**src/hdl/tals_pkg.sv**
```systemverilog
// Shared types and constants of the two-axis line stepper.
package tals_pkg;

  localparam int PosWidth   = 16;
  localparam int CoordWidth = 16;
  localparam int WideWidth  = (PosWidth > CoordWidth) ? PosWidth : CoordWidth;
  localparam int LenWidth   = WideWidth + 1;
  localparam int AccWidth   = WideWidth + 2;
  localparam int DeltaWidth = WideWidth + 1;

  localparam int QDepth = 2;
  localparam int QPtrW  = $clog2(QDepth);
  localparam int QCntW  = $clog2(QDepth + 1);

  localparam int AddrWidth = 3;
  localparam int DataWidth = 32;
  localparam logic [AddrWidth-1:0] AddrAbsoluteMode = 3'd0;

  localparam logic [1:0] FuncMove = 2'd0;
  localparam logic [1:0] FuncTick = 2'd1;
  localparam logic [1:0] FuncSet  = 2'd2;

  typedef logic [PosWidth-1:0]          pos_t;
  typedef logic [LenWidth-1:0]          len_t;
  typedef logic signed [AccWidth-1:0]   acc_t;
  typedef logic signed [CoordWidth-1:0] coord_t;
  typedef logic signed [DeltaWidth-1:0] delta_t;

  typedef enum logic [1:0] {
    OP_MOVE,
    OP_TICK,
    OP_SET,
    OP_NONE
  } op_t;

  typedef struct packed {
    op_t    op;
    coord_t coord_x;
    coord_t coord_y;
  } cmd_t;

  typedef struct packed {
    logic   accepted;
    logic   step_x;
    logic   step_y;
    logic   dir_x;
    logic   dir_y;
    logic   busy;
    coord_t position_x;
    coord_t position_y;
  } result_t;

  typedef struct packed {
    logic moving;
    logic steps_zero;
  } back_status_t;

endpackage

```
**src/hdl/tals_front.sv**
```systemverilog
// Front end: takes input transactions and classifies them into commands for the queue.
module tals_front (
  input  logic                     in_valid,
  output logic                     in_stall,
  input  logic [1:0]               func,
  input  tals_pkg::coord_t         coord_x,
  input  tals_pkg::coord_t         coord_y,
  input  logic                     q_full,
  output logic                     push,
  output tals_pkg::cmd_t           push_cmd
);

  tals_pkg::op_t op;

  always_comb begin
    case (func)
      tals_pkg::FuncMove: op = tals_pkg::OP_MOVE;
      tals_pkg::FuncTick: op = tals_pkg::OP_TICK;
      tals_pkg::FuncSet:  op = tals_pkg::OP_SET;
      default:            op = tals_pkg::OP_NONE;
    endcase
  end

  assign in_stall         = q_full;
  assign push             = in_valid && !q_full;
  assign push_cmd.op      = op;
  assign push_cmd.coord_x = coord_x;
  assign push_cmd.coord_y = coord_y;

endmodule

```
**src/hdl/tals_queue.sv**
```systemverilog
// Two-entry command queue between the front end and the motion back end.
module tals_queue (
  input  logic                        clk,
  input  logic                        rst,
  input  logic                        push,
  input  tals_pkg::cmd_t              push_cmd,
  input  logic                        pop,
  output logic                        q_valid,
  output logic                        q_full,
  output tals_pkg::cmd_t              head,
  output logic [tals_pkg::QCntW-1:0]  count
);

  tals_pkg::cmd_t mem [tals_pkg::QDepth];
  logic [tals_pkg::QPtrW-1:0] wr_ptr;
  logic [tals_pkg::QPtrW-1:0] rd_ptr;

  always_ff @(posedge clk) begin
    if (push) begin
      mem[wr_ptr] <= push_cmd;
    end
  end

  always_ff @(posedge clk) begin
    if (rst) begin
      wr_ptr <= '0;
      rd_ptr <= '0;
      count  <= '0;
    end else begin
      if (push) begin
        wr_ptr <= wr_ptr + 1'b1;
      end
      if (pop) begin
        rd_ptr <= rd_ptr + 1'b1;
      end
      if (push && !pop) begin
        count <= count + 1'b1;
      end else if (pop && !push) begin
        count <= count - 1'b1;
      end
    end
  end

  assign head    = mem[rd_ptr];
  assign q_valid = (count != '0);
  assign q_full  = (count == tals_pkg::QCntW'(tals_pkg::QDepth));

endmodule

```
**src/hdl/tals_back.sv**
```systemverilog
// Back end: carries out moves, ticks and position loads and holds the result register.
module tals_back (
  input  logic                   clk,
  input  logic                   rst,
  input  logic                   absolute_mode,
  input  logic                   q_valid,
  input  tals_pkg::cmd_t         head,
  output logic                   pop,
  output logic                   out_valid,
  input  logic                   out_stall,
  output tals_pkg::result_t      result,
  output tals_pkg::back_status_t status
);

  tals_pkg::pos_t pos_x, pos_x_next;
  tals_pkg::pos_t pos_y, pos_y_next;
  tals_pkg::len_t major_len, major_len_next;
  tals_pkg::len_t minor_len, minor_len_next;
  tals_pkg::len_t steps_left, steps_left_next;
  tals_pkg::acc_t error_acc, error_acc_next;
  logic           minor_pending, minor_pending_next;
  logic           x_is_major, x_is_major_next;
  logic           equal_mode, equal_mode_next;
  logic [1:0]     dir_bits, dir_bits_next;
  logic           moving, moving_next;

  tals_pkg::delta_t cx_ext, cy_ext, dx, dy;
  tals_pkg::len_t   ax, ay;
  tals_pkg::acc_t   acc_sum;
  logic             minor_due;
  logic             stepx, stepy;
  logic             accepted;
  tals_pkg::len_t   steps_dec;

  assign pop = q_valid && (!out_valid || !out_stall);

  always_comb begin
    cx_ext = tals_pkg::DeltaWidth'(head.coord_x);
    cy_ext = tals_pkg::DeltaWidth'(head.coord_y);
    if (absolute_mode) begin
      dx = cx_ext - $signed({pos_x[tals_pkg::PosWidth-1], pos_x});
      dy = cy_ext - $signed({pos_y[tals_pkg::PosWidth-1], pos_y});
    end else begin
      dx = cx_ext;
      dy = cy_ext;
    end
    ax = dx[tals_pkg::DeltaWidth-1] ? tals_pkg::len_t'(-dx) : tals_pkg::len_t'(dx);
    ay = dy[tals_pkg::DeltaWidth-1] ? tals_pkg::len_t'(-dy) : tals_pkg::len_t'(dy);

    // The error term is kept scaled by the major length, so comparing twice
    // the error with the major length is the half-step threshold.
    acc_sum   = error_acc + $signed({1'b0, minor_len});
    minor_due = $signed({acc_sum, 1'b0}) > $signed({2'b00, major_len});
    steps_dec = steps_left - 1'b1;
  end

  always_comb begin
    pos_x_next         = pos_x;
    pos_y_next         = pos_y;
    major_len_next     = major_len;
    minor_len_next     = minor_len;
    steps_left_next    = steps_left;
    error_acc_next     = error_acc;
    minor_pending_next = minor_pending;
    x_is_major_next    = x_is_major;
    equal_mode_next    = equal_mode;
    dir_bits_next      = dir_bits;
    moving_next        = moving;
    accepted           = 1'b0;
    stepx              = 1'b0;
    stepy              = 1'b0;
    case (head.op)
      tals_pkg::OP_MOVE: begin
        if (!moving) begin
          dir_bits_next      = {!dy[tals_pkg::DeltaWidth-1], !dx[tals_pkg::DeltaWidth-1]};
          equal_mode_next    = (ax == ay);
          x_is_major_next    = (ax > ay);
          major_len_next     = (ax > ay) ? ax : ay;
          minor_len_next     = (ax > ay) ? ay : ax;
          steps_left_next    = (ax > ay) ? ax : ay;
          error_acc_next     = '0;
          minor_pending_next = 1'b0;
          moving_next        = (ax != '0) || (ay != '0);
          accepted           = 1'b1;
        end
      end
      tals_pkg::OP_TICK: begin
        if (moving) begin
          if (equal_mode) begin
            stepx = 1'b1;
            stepy = 1'b1;
          end else begin
            stepx              = x_is_major || minor_pending;
            stepy              = !x_is_major || minor_pending;
            minor_pending_next = minor_due;
            error_acc_next     = minor_due ? acc_sum - $signed({1'b0, major_len}) : acc_sum;
          end
          if (stepx) begin
            pos_x_next = dir_bits[0] ? pos_x + 1'b1 : pos_x - 1'b1;
          end
          if (stepy) begin
            pos_y_next = dir_bits[1] ? pos_y + 1'b1 : pos_y - 1'b1;
          end
          steps_left_next = steps_dec;
          // A minor step still queued on the last major step is dropped.
          if (steps_dec == '0) begin
            moving_next        = 1'b0;
            minor_pending_next = 1'b0;
          end
        end
      end
      tals_pkg::OP_SET: begin
        pos_x_next = tals_pkg::pos_t'(cx_ext);
        pos_y_next = tals_pkg::pos_t'(cy_ext);
        accepted   = 1'b1;
      end
      default: begin
      end
    endcase
  end

  always_ff @(posedge clk) begin
    if (rst) begin
      pos_x         <= '0;
      pos_y         <= '0;
      major_len     <= '0;
      minor_len     <= '0;
      steps_left    <= '0;
      error_acc     <= '0;
      minor_pending <= 1'b0;
      x_is_major    <= 1'b0;
      equal_mode    <= 1'b0;
      dir_bits      <= '0;
      moving        <= 1'b0;
      out_valid     <= 1'b0;
    end else begin
      if (pop) begin
        pos_x         <= pos_x_next;
        pos_y         <= pos_y_next;
        major_len     <= major_len_next;
        minor_len     <= minor_len_next;
        steps_left    <= steps_left_next;
        error_acc     <= error_acc_next;
        minor_pending <= minor_pending_next;
        x_is_major    <= x_is_major_next;
        equal_mode    <= equal_mode_next;
        dir_bits      <= dir_bits_next;
        moving        <= moving_next;
        out_valid     <= 1'b1;
      end else if (!out_stall) begin
        out_valid <= 1'b0;
      end
    end
  end

  always_ff @(posedge clk) begin
    if (pop) begin
      result.accepted   <= accepted;
      result.step_x     <= stepx;
      result.step_y     <= stepy;
      result.dir_x      <= dir_bits_next[0];
      result.dir_y      <= dir_bits_next[1];
      result.busy       <= moving_next;
      result.position_x <= tals_pkg::CoordWidth'(pos_x_next);
      result.position_y <= tals_pkg::CoordWidth'(pos_y_next);
    end
  end

  assign status.moving     = moving;
  assign status.steps_zero = (steps_left == '0);

endmodule

```
**src/hdl/two_axis_line_stepper.sv**
```systemverilog
// Top level of the two-axis line stepper: front end, command queue, back end, register port.
//
// Usage: each input transaction carries func (move, tick or set) with coord_x and
// coord_y; each one yields exactly one result transaction with the step pulses,
// direction bits, busy flag and both positions after that item. A transaction
// is taken on a rising edge with in_valid high and in_stall low; results leave
// when out_valid is high and out_stall low.
// An accepted input is written into the two-entry command queue; once the back end
// pops it, its update of the interpolator state (an add, a compare and a
// conditional subtract) ends in the result register, which drives out_valid.
// One item is taken per cycle when the output is not stalled.
// When the receiver stalls, the result register holds, the back end stops
// draining the queue, and in_stall rises once both queue entries are full.
// Reset clears positions and the move state and sets absolute mode. The
// absolute_mode register sits at byte address 0 of the APB port and should be
// written only while no transaction is in flight.
module two_axis_line_stepper (
  input  logic                              clk,
  input  logic                              rst,
  input  logic                              in_valid,
  output logic                              in_stall,
  input  logic [1:0]                        func,
  input  logic signed [15:0]                coord_x,
  input  logic signed [15:0]                coord_y,
  output logic                              out_valid,
  input  logic                              out_stall,
  output logic                              accepted,
  output logic                              step_x,
  output logic                              step_y,
  output logic                              dir_x,
  output logic                              dir_y,
  output logic                              busy_res,
  output logic signed [15:0]                position_x,
  output logic signed [15:0]                position_y,
  input  logic                              psel,
  input  logic                              penable,
  input  logic                              pwrite,
  input  logic [tals_pkg::AddrWidth-1:0]    paddr,
  input  logic [tals_pkg::DataWidth-1:0]    pwdata,
  output logic [tals_pkg::DataWidth-1:0]    prdata,
  output logic                              pready
);

  logic                        absolute_mode;
  logic                        push;
  tals_pkg::cmd_t              push_cmd;
  logic                        pop;
  logic                        q_valid;
  logic                        q_full;
  tals_pkg::cmd_t              head;
  logic [tals_pkg::QCntW-1:0]  q_count;
  tals_pkg::result_t           result;
  tals_pkg::back_status_t      status;
  logic                        cfg_write;

  assign pready    = 1'b1;
  assign cfg_write = psel && penable && pwrite && (paddr == tals_pkg::AddrAbsoluteMode);

  always_ff @(posedge clk) begin
    if (rst) begin
      absolute_mode <= 1'b1;
    end else if (cfg_write) begin
      absolute_mode <= pwdata[0];
    end
  end

  always_comb begin
    prdata = '0;
    if (paddr == tals_pkg::AddrAbsoluteMode) begin
      prdata[0] = absolute_mode;
    end
  end

  tals_front u_front (
    .in_valid (in_valid),
    .in_stall (in_stall),
    .func     (func),
    .coord_x  (coord_x),
    .coord_y  (coord_y),
    .q_full   (q_full),
    .push     (push),
    .push_cmd (push_cmd)
  );

  tals_queue u_queue (
    .clk      (clk),
    .rst      (rst),
    .push     (push),
    .push_cmd (push_cmd),
    .pop      (pop),
    .q_valid  (q_valid),
    .q_full   (q_full),
    .head     (head),
    .count    (q_count)
  );

  tals_back u_back (
    .clk           (clk),
    .rst           (rst),
    .absolute_mode (absolute_mode),
    .q_valid       (q_valid),
    .head          (head),
    .pop           (pop),
    .out_valid     (out_valid),
    .out_stall     (out_stall),
    .result        (result),
    .status        (status)
  );

  assign accepted   = result.accepted;
  assign step_x     = result.step_x;
  assign step_y     = result.step_y;
  assign dir_x      = result.dir_x;
  assign dir_y      = result.dir_y;
  assign busy_res   = result.busy;
  assign position_x = result.position_x;
  assign position_y = result.position_y;

  // An accepted transaction always leaves something in the queue.
  a_push_fills_queue: assert property (@(posedge clk) disable iff (rst)
    (in_valid && !in_stall) |=> (q_count != '0))
    else $error("queue empty after an accepted input transaction");

  // Step pulses come only from tick items, which never report acceptance.
  a_step_not_accepted: assert property (@(posedge clk) disable iff (rst)
    (out_valid && (step_x || step_y)) |-> !accepted)
    else $error("step result flagged as accepted");

  // A move in progress always has major steps left to issue.
  a_moving_has_steps: assert property (@(posedge clk) disable iff (rst)
    status.moving |-> !status.steps_zero)
    else $error("move in progress with no steps left");

endmodule
```
**config.mk**
```make
export PLATFORM = sky130hd
export DESIGN_NAME = two_axis_line_stepper
export DESIGN_NICKNAME = d
export VERILOG_FILES = /design/src/hdl/tals_pkg.sv /design/src/hdl/tals_front.sv /design/src/hdl/tals_queue.sv /design/src/hdl/tals_back.sv /design/src/hdl/two_axis_line_stepper.sv
export SDC_FILE = /design/constraint.sdc
export NUM_CORES = 1
export LEC_CHECK = 0
export ABC_AREA = 1
export CAP_MARGIN = 20
export CORE_UTILIZATION = 60
export DETAILED_ROUTE_END_ITERATION = 10
export DONT_BUFFER_PORTS = 1
export PLACE_DENSITY = 0.74
export SETUP_SLACK_MARGIN = 0.2
export SYNTH_ARGS = -nofsm -noshare
export SYNTH_HDL_FRONTEND = slang
export SYNTH_SLANG_ARGS = --single-unit
```
**constraint.sdc**
```tcl
create_clock -name clk -period 5.4 [get_ports clk]
set_clock_uncertainty 0.1 [all_clocks]
set_input_delay 0.81 -clock clk [delete_from_list [all_inputs] [get_ports clk]]
set_output_delay 0.81 -clock clk [all_outputs]
set_load 0.01 [all_outputs]
```
==> results.md, run 1 <==
- Post-DP HPWL: 42690 microns
- Die height: 174.2 microns
- Avg Cell Area, Syn: 6.847 sq um
- Routability congestion estimate: 0.9718
- Clock root buffer: clkbuf_16
- Ys async rst share: 0%
- CP max-delay cell: dfxtp_4
- CP Launch Type: flop
- Synth Register Bits: 220
- Netlist cell types: 58
- Max Clk Rate: 0.2006 GHz
- Num rows: 62
- Reg-to-reg setup timing slack: 410 ps
- CP Capture Type: flop
- Cell count after synthesis: 2597
- Drt drc: 0
- CP peak stage delay: 360 ps
- Worst-Skew Late Latency: 550 ps
- CP Class: flop to flop
- Yosys warnings: 0
- Share of cells above drive strength 1: 11.60%
- Worst Path Max Fanout: 9
- Total GRT Usage: 35.64%
- Dpl ws: 204.3 ps
- Global-route wire length before repair: 85460 microns
- IO Port Bufs: 0
- Starting Density: 61.45%
- Initial antenna violation count: 0
- Via density: 5.850
- Worst Hold Class: input pin to flop
- Critical Path AT: 5370 ps
- Area share of the largest cell type after synthesis: 17.90%
- Final min period: 4985 ps
- Cell taking the most area after synthesis: edfxtp_1
- Post-Syn Area: 17780 sq um
- Max-slew headroom: 28.37%
- CTS tree: built
- Clk sinks: 220
- Synth Area in Simple Gates: 29.81%
- Fin crit share: 92.32%
- CTS buffer count: 25
- Final WS setup: 415.0 ps
- Largest net degree at the start of global routing: 80
- Top-count cell post-synth: nand2_1
- Total grt overflow: 0
- Max-slew violation count: 0
- Worst-Margin Slew: 1069 ps
- DRT Wirelength: 55510 microns
- Fin nets: 2904
- FF-to-FF path depth: 35
- Max-cap violations: 0
- Area growth syn-to-layout: 11.96%
- Worst endpoint required time: 5780 ps
- Wire length per cell: 17.96 microns
- Mux share of post-synthesis cell area: 0%
- Synth area leaders: edfxtp_1 (18%), nand2_1 (15%), dfxtp_1 (13%), ha_1 (9.5%), inv_1 (7.3%)
- Sequential share of the synthesized area: 30.73%
- Post-synth EDFFs: 106
- Setup crit end: u_back.steps_left[10]
- RR Endpoint: u_back.steps_left[10]
- Post-synth top cells: nand2_1 (734), inv_1 (346), a21oi_1 (220)
- Fin. Hold Viols: 0
- Synth Area in Compound Gates: 15.41%
- XOR/XNOR share of the synthesized area: 2.639%
- Post-synthesis adder-cell area fraction: 10.17%
- Largest family of logic cells by synthesized area: simple AND/OR/NAND/NOR gates
- Clk buf depth: 3
- Die X: 174.2 microns
- CTS clk-pin slew, worst paths: 60 ps
- Final-layout fill cell count: 2526
- Setup tns final: 0 ps
- Total core area: 28940 sq um
- Antenna cells: 0
- CP most frequent cell: nand2_1
- Synth Flop Type: dfxtp_1
- Ports: 149
- Worst hold stages: 1
- Vias in the first global route: 16138
- CTS H-tree lvls: 1
- Vias: 18076
- Status: completed
- DR iter-0 viols: 1902
- Final ANT Viol Nets: 0
- Die area: 30330 sq um
- DR pass1 iterations: 5
- Setup Viol. Count Final: 0
- RSZ-0062 raised after global routing: yes
==> state kept, by name, indices dropped and copies added (netlist names), 2 cells and up, named ones only <==
name / count
u_back.result: 38
u_back.pos_x: 16
u_back.error_acc: 18
u_back.major_len: 17
u_back.minor_len: 17
u_queue.count: 2
u_back.dir_bits: 2
u_back.steps_left: 17
u_queue.mem: 68
u_back.pos_y: 16
==> repair_timing <==
item                       in CTS  in global routing
cloned                          0                  1
pin swaps                       0                 10
gates resized for setup         2                 66
setup endpoints to repair       2                 51
setup buffers                   0                  4
hold buffers                    0                  0
==> per-layer routing <==
metal  track usage, %  vias up  part of all wire [%]
li1                 -     8715                     -
met1            54.39     8392                    46
met2            52.58      875                    41
met3            5.818       94                    10
met4            7.200        0                   2.2
met5                0        -                     0
==> worst max-delay path: cells and delay by family, from the launching register on <==
kind | cells | cell delay [ps]
fa+ha+maj | 3 | 880
buf+inv | 6 | 790
compound gates | 8 | 1140
simple gates | 18 | 1630
flops | 1 | 360
==> through the flow <==
| step | hold WS (ps) | std cells | area [sq um] | utilization (%) |
|---|---|---|---|---|
| 2_1_floorplan | 325.7 | 2627 | 17890 | - |
| 3_3_place_gp | 335.1 | 3038 | 18810 | 65.01 |
| 3_5_place_dp | 347.2 | 3038 | 18810 | 65.01 |
| 4_1_cts | 215.6 | 3084 | 19600 | 67.75 |
| 5_1_grt | 226.3 | 3090 | 19910 | 68.81 |
| 6_report | 232.1 | 3090 | 19910 | 68.81 |
==> cells by family (layout without fill, tap and decap cells) <==
logic type | count (synthesis) | after routing
AOI/OAI and AO/OA | 478 | 478
xor gates and xnor gates | 51 | 51
adders and majority gates | 141 | 141
other | 2 | 32
and+or+nand+nor | 1236 | 1236
DFF | 220 | 220
buffers and inverters | 469 | 548
==> worst min path at each step <==
stage	startpoint	end	slack, ps
floorplan	u_queue.rd_ptr	flop	330
global placement	u_queue.rd_ptr	u_queue.rd_ptr	340
detailed placement	u_back.minor_pending	u_back.minor_pending	350
CTS	rst	u_back.out_valid	220
global route	rst	u_back.out_valid	230
finish	rst	u_back.out_valid	230
==> placed cells by master (no fill, tap or decap), types with 15 or more instances in the layout <==
| cell | count |
|---|---|
| a211oi_1 | 23 |
| a21oi_1 | 216 |
| buf_4 | 133 |
| clkbuf_16 | 25 |
| conb_1 | 32 |
| dfxtp_1 | 113 |
| edfxtp_1 | 106 |
| ha_1 | 129 |
| inv_1 | 345 |
| nand2_1 | 718 |
| nand2_2 | 43 |
| nand3_1 | 211 |
| nand4_1 | 27 |
| nor2_1 | 147 |
| nor3_1 | 21 |
| o211ai_1 | 17 |
| o21ai_0 | 128 |
| xnor2_1 | 15 |
| xor2_1 | 33 |
==> layout make-up <==
| cell class | instances | area (sq um) | area share, % |
|---|---|---|---|
| multi-input cells | 1938 | 10690 | 53.68 |
| flip-flops and latches | 220 | 5469 | 27.47 |
| inverters | 361 | 1368 | 6.869 |
| repair buffers | 140 | 1104 | 5.543 |
| clock buffers | 33 | 665.6 | 3.343 |
| well taps | 384 | 480.5 | 2.413 |
| clock inverters | 13 | 127.6 | 0.6410 |
| repair inverters | 1 | 8.758 | 0.04399 |
Power of run 1 is left out: the tool's default activity adds up to more than one toggle a clock period on the data nets, which glitch-free logic cannot reach.
==> inputs of run 2 (changes only) <==
--- a/config.mk
+++ b/config.mk
@@ -11,6 +11,7 @@
 export DETAILED_ROUTE_END_ITERATION = 10
 export DONT_BUFFER_PORTS = 1
 export PLACE_DENSITY = 0.74
+export REMOVE_ABC_BUFFERS = 1
 export SETUP_SLACK_MARGIN = 0.2
 export SYNTH_ARGS = -nofsm -noshare
 export SYNTH_HDL_FRONTEND = slang
==> results.md, run 2 (synthesis gave the netlist of run 1 again) <==
- Status: completed
- DRT Wirelength: 53230 microns
- CP Class: flop to flop
- Critical Path AT: 5350 ps
- CP most frequent cell: nand2_1
- Clk buf depth: 3
- Max FFs per register: 68
- CP Capture Type: flop
- Number of hold buffers added after CTS: 0
- RSZ-0062 raised after global routing: yes
- Largest net degree at the start of global routing: 80
- Fin. Hold Viols: 0
- CTS clk-pin slew, worst paths: 60 ps
- Area growth syn-to-layout: 10.89%
- Wire length per cell: 17.59 microns
- Worst Path Max Fanout: 14
- CP Launch Type: flop
- Worst hold slack: 228.5 ps
- Max-slew headroom: 28.21%
- Most frequent cells in the layout: nand2_1 (711), inv_1 (341), a21oi_1 (215)
- Final min period: 4974 ps
- Die area: 30330 sq um
- Worst Hold Class: input pin to flop
- Worst-Skew Late Latency: 550 ps
- Cell family with most CP delay: simple AND/OR/NAND/NOR gates
- CP max-delay cell: dfxtp_4
- Ports: 149
- Biggest register: u_queue.mem
- Total core area: 28940 sq um
- Final non-filler cell total: 3027
- Die X: 174.2 microns
- Worst Path Buf+Inv: 5
- CP peak stage delay: 450 ps
- Num rows: 62
- Initial antenna violation count: 0
- Antenna cells: 0
- Post-DP HPWL: 40380 microns
- Reg-to-reg setup timing slack: 430 ps
- Drt drc: 0
- Final instance area: 19720 sq um
- Max-cap violations: 0
- Final ANT Viol Nets: 0
- Total GRT Usage: 34.37%
- CTS H-tree lvls: 1
- Worst hold stages: 1
- Routability congestion estimate: 0.9771
- Fin nets: 2841
- Placed Instances: 2969
- DR iter-0 viols: 1240
- Vias: 17478
- Final-layout fill cell count: 2534
- CTS buffer count: 25
- Area occupied by multi-input gates: 10900 sq um
- Commonest non-fill, non-tap cell in the layout: nand2_1
- Max Clk Rate: 0.2010 GHz
- Setup Viol. Count Final: 0
- CTS tree: built
- RR Endpoint: u_back.steps_left[3]
- Max-slew violation count: 0
- Fin crit share: 92.11%
- Clk sinks: 220
- Min-delay src: rst
- FF-to-FF path depth: 35
- Share of cells above drive strength 1: 10.67%
- Via density: 5.774
- Largest regs: u_queue.mem: 68 flops, u_back.result: 38 flops, u_back.error_acc: 18 flops
- Global-route wire length before repair: 83010 microns
- Die height: 174.2 microns
- Hold endpoint: u_queue.count[0]
- Total grt overflow: 0
- Starting Density: 61.45%
- FF/Latch Area: 5470 sq um
- Vias in the first global route: 16135
- Worst endpoint required time: 5780 ps
- DR pass1 iterations: 6
- Clock root buffer: clkbuf_16
- DP Area: 18280 sq um
- Worst-Margin Slew: 1074 ps
- IO Port Bufs: 0
run 2: changes by cell type in the layout (fill, tap and decap cells not counted), moves of 4 or more:
cell,before,now
ha_4,4,19
nor2_1,147,143
nand2_1,718,711
buf_4,133,70
nand2_2,43,53
ha_1,129,112
clkbuf_1,7,2
inv_1,345,341
run 2: cell type report:
cell class                      count  share of cell area (%)
Sequential cell                   220                   27.74
Tap cell                          384                   2.437
Inverter                          361                   6.935
Clock inverter                     18                   1.034
Multi-Input combinational cell   1939                   55.29
Timing Repair Buffer               77                   3.287
Clock buffer                       28                   3.280
run 2: worst max-delay path by stage:
stage / start / slack [ps] / cells after the start / end
after floorplan: flop / 40 / 33 / u_back.minor_len[12]
after global placement: flop / 10 / 30 / u_back.minor_len[3]
after detailed placement: flop / -40 / 35 / u_back.minor_len[0]
after CTS: flop / 240 / 33 / u_back.minor_len[5]
after global routing: flop / 150 / 34 / u_back.steps_left[14]
final: flop / 430 / 35 / u_back.steps_left[3]
run 2: per-layer routing:
layer	vias up	routed length (microns)	GRT usage [%]
met5	-	0	0
met4	0	2668	15.50
met3	136	3242	2.428
met2	665	24960	58.88
met1	8072	22360	44.35
li1	8605	-	-
run 2: timing repair:
action,in CTS,in global routing
hold endpoints to repair,0,0
pin swaps,0,9
gates resized for setup,4,102
setup buffers,0,8
setup endpoints to repair,45,50
gates cloned,0,2
run 2: worst register-to-register path, delay by kind of cell (launching register included):
family	cells	cell delay [ps]
adders and majority gates	2	600
DFF	1	450
AOI/OAI and AO/OA	5	950
buffers and inverters	5	600
and+or+nand+nor	23	2180
run 2: per-stage QoR:
| step | util, % | worst slack, ps | TNS [ps] |
|---|---|---|---|
| 3_5_place_dp | 63.18 | -42.17 | -380.9 |
| 4_1_cts | 66.14 | 242.2 | 0 |
| 6_report | 68.15 | 425.9 | 0 |
| 5_1_grt | 68.15 | 145.3 | 0 |
| 3_3_place_gp | 63.18 | 14.14 | 0 |
| 2_1_floorplan | - | 41.24 | 0 |
Power of run 2 is left out for the same reason.
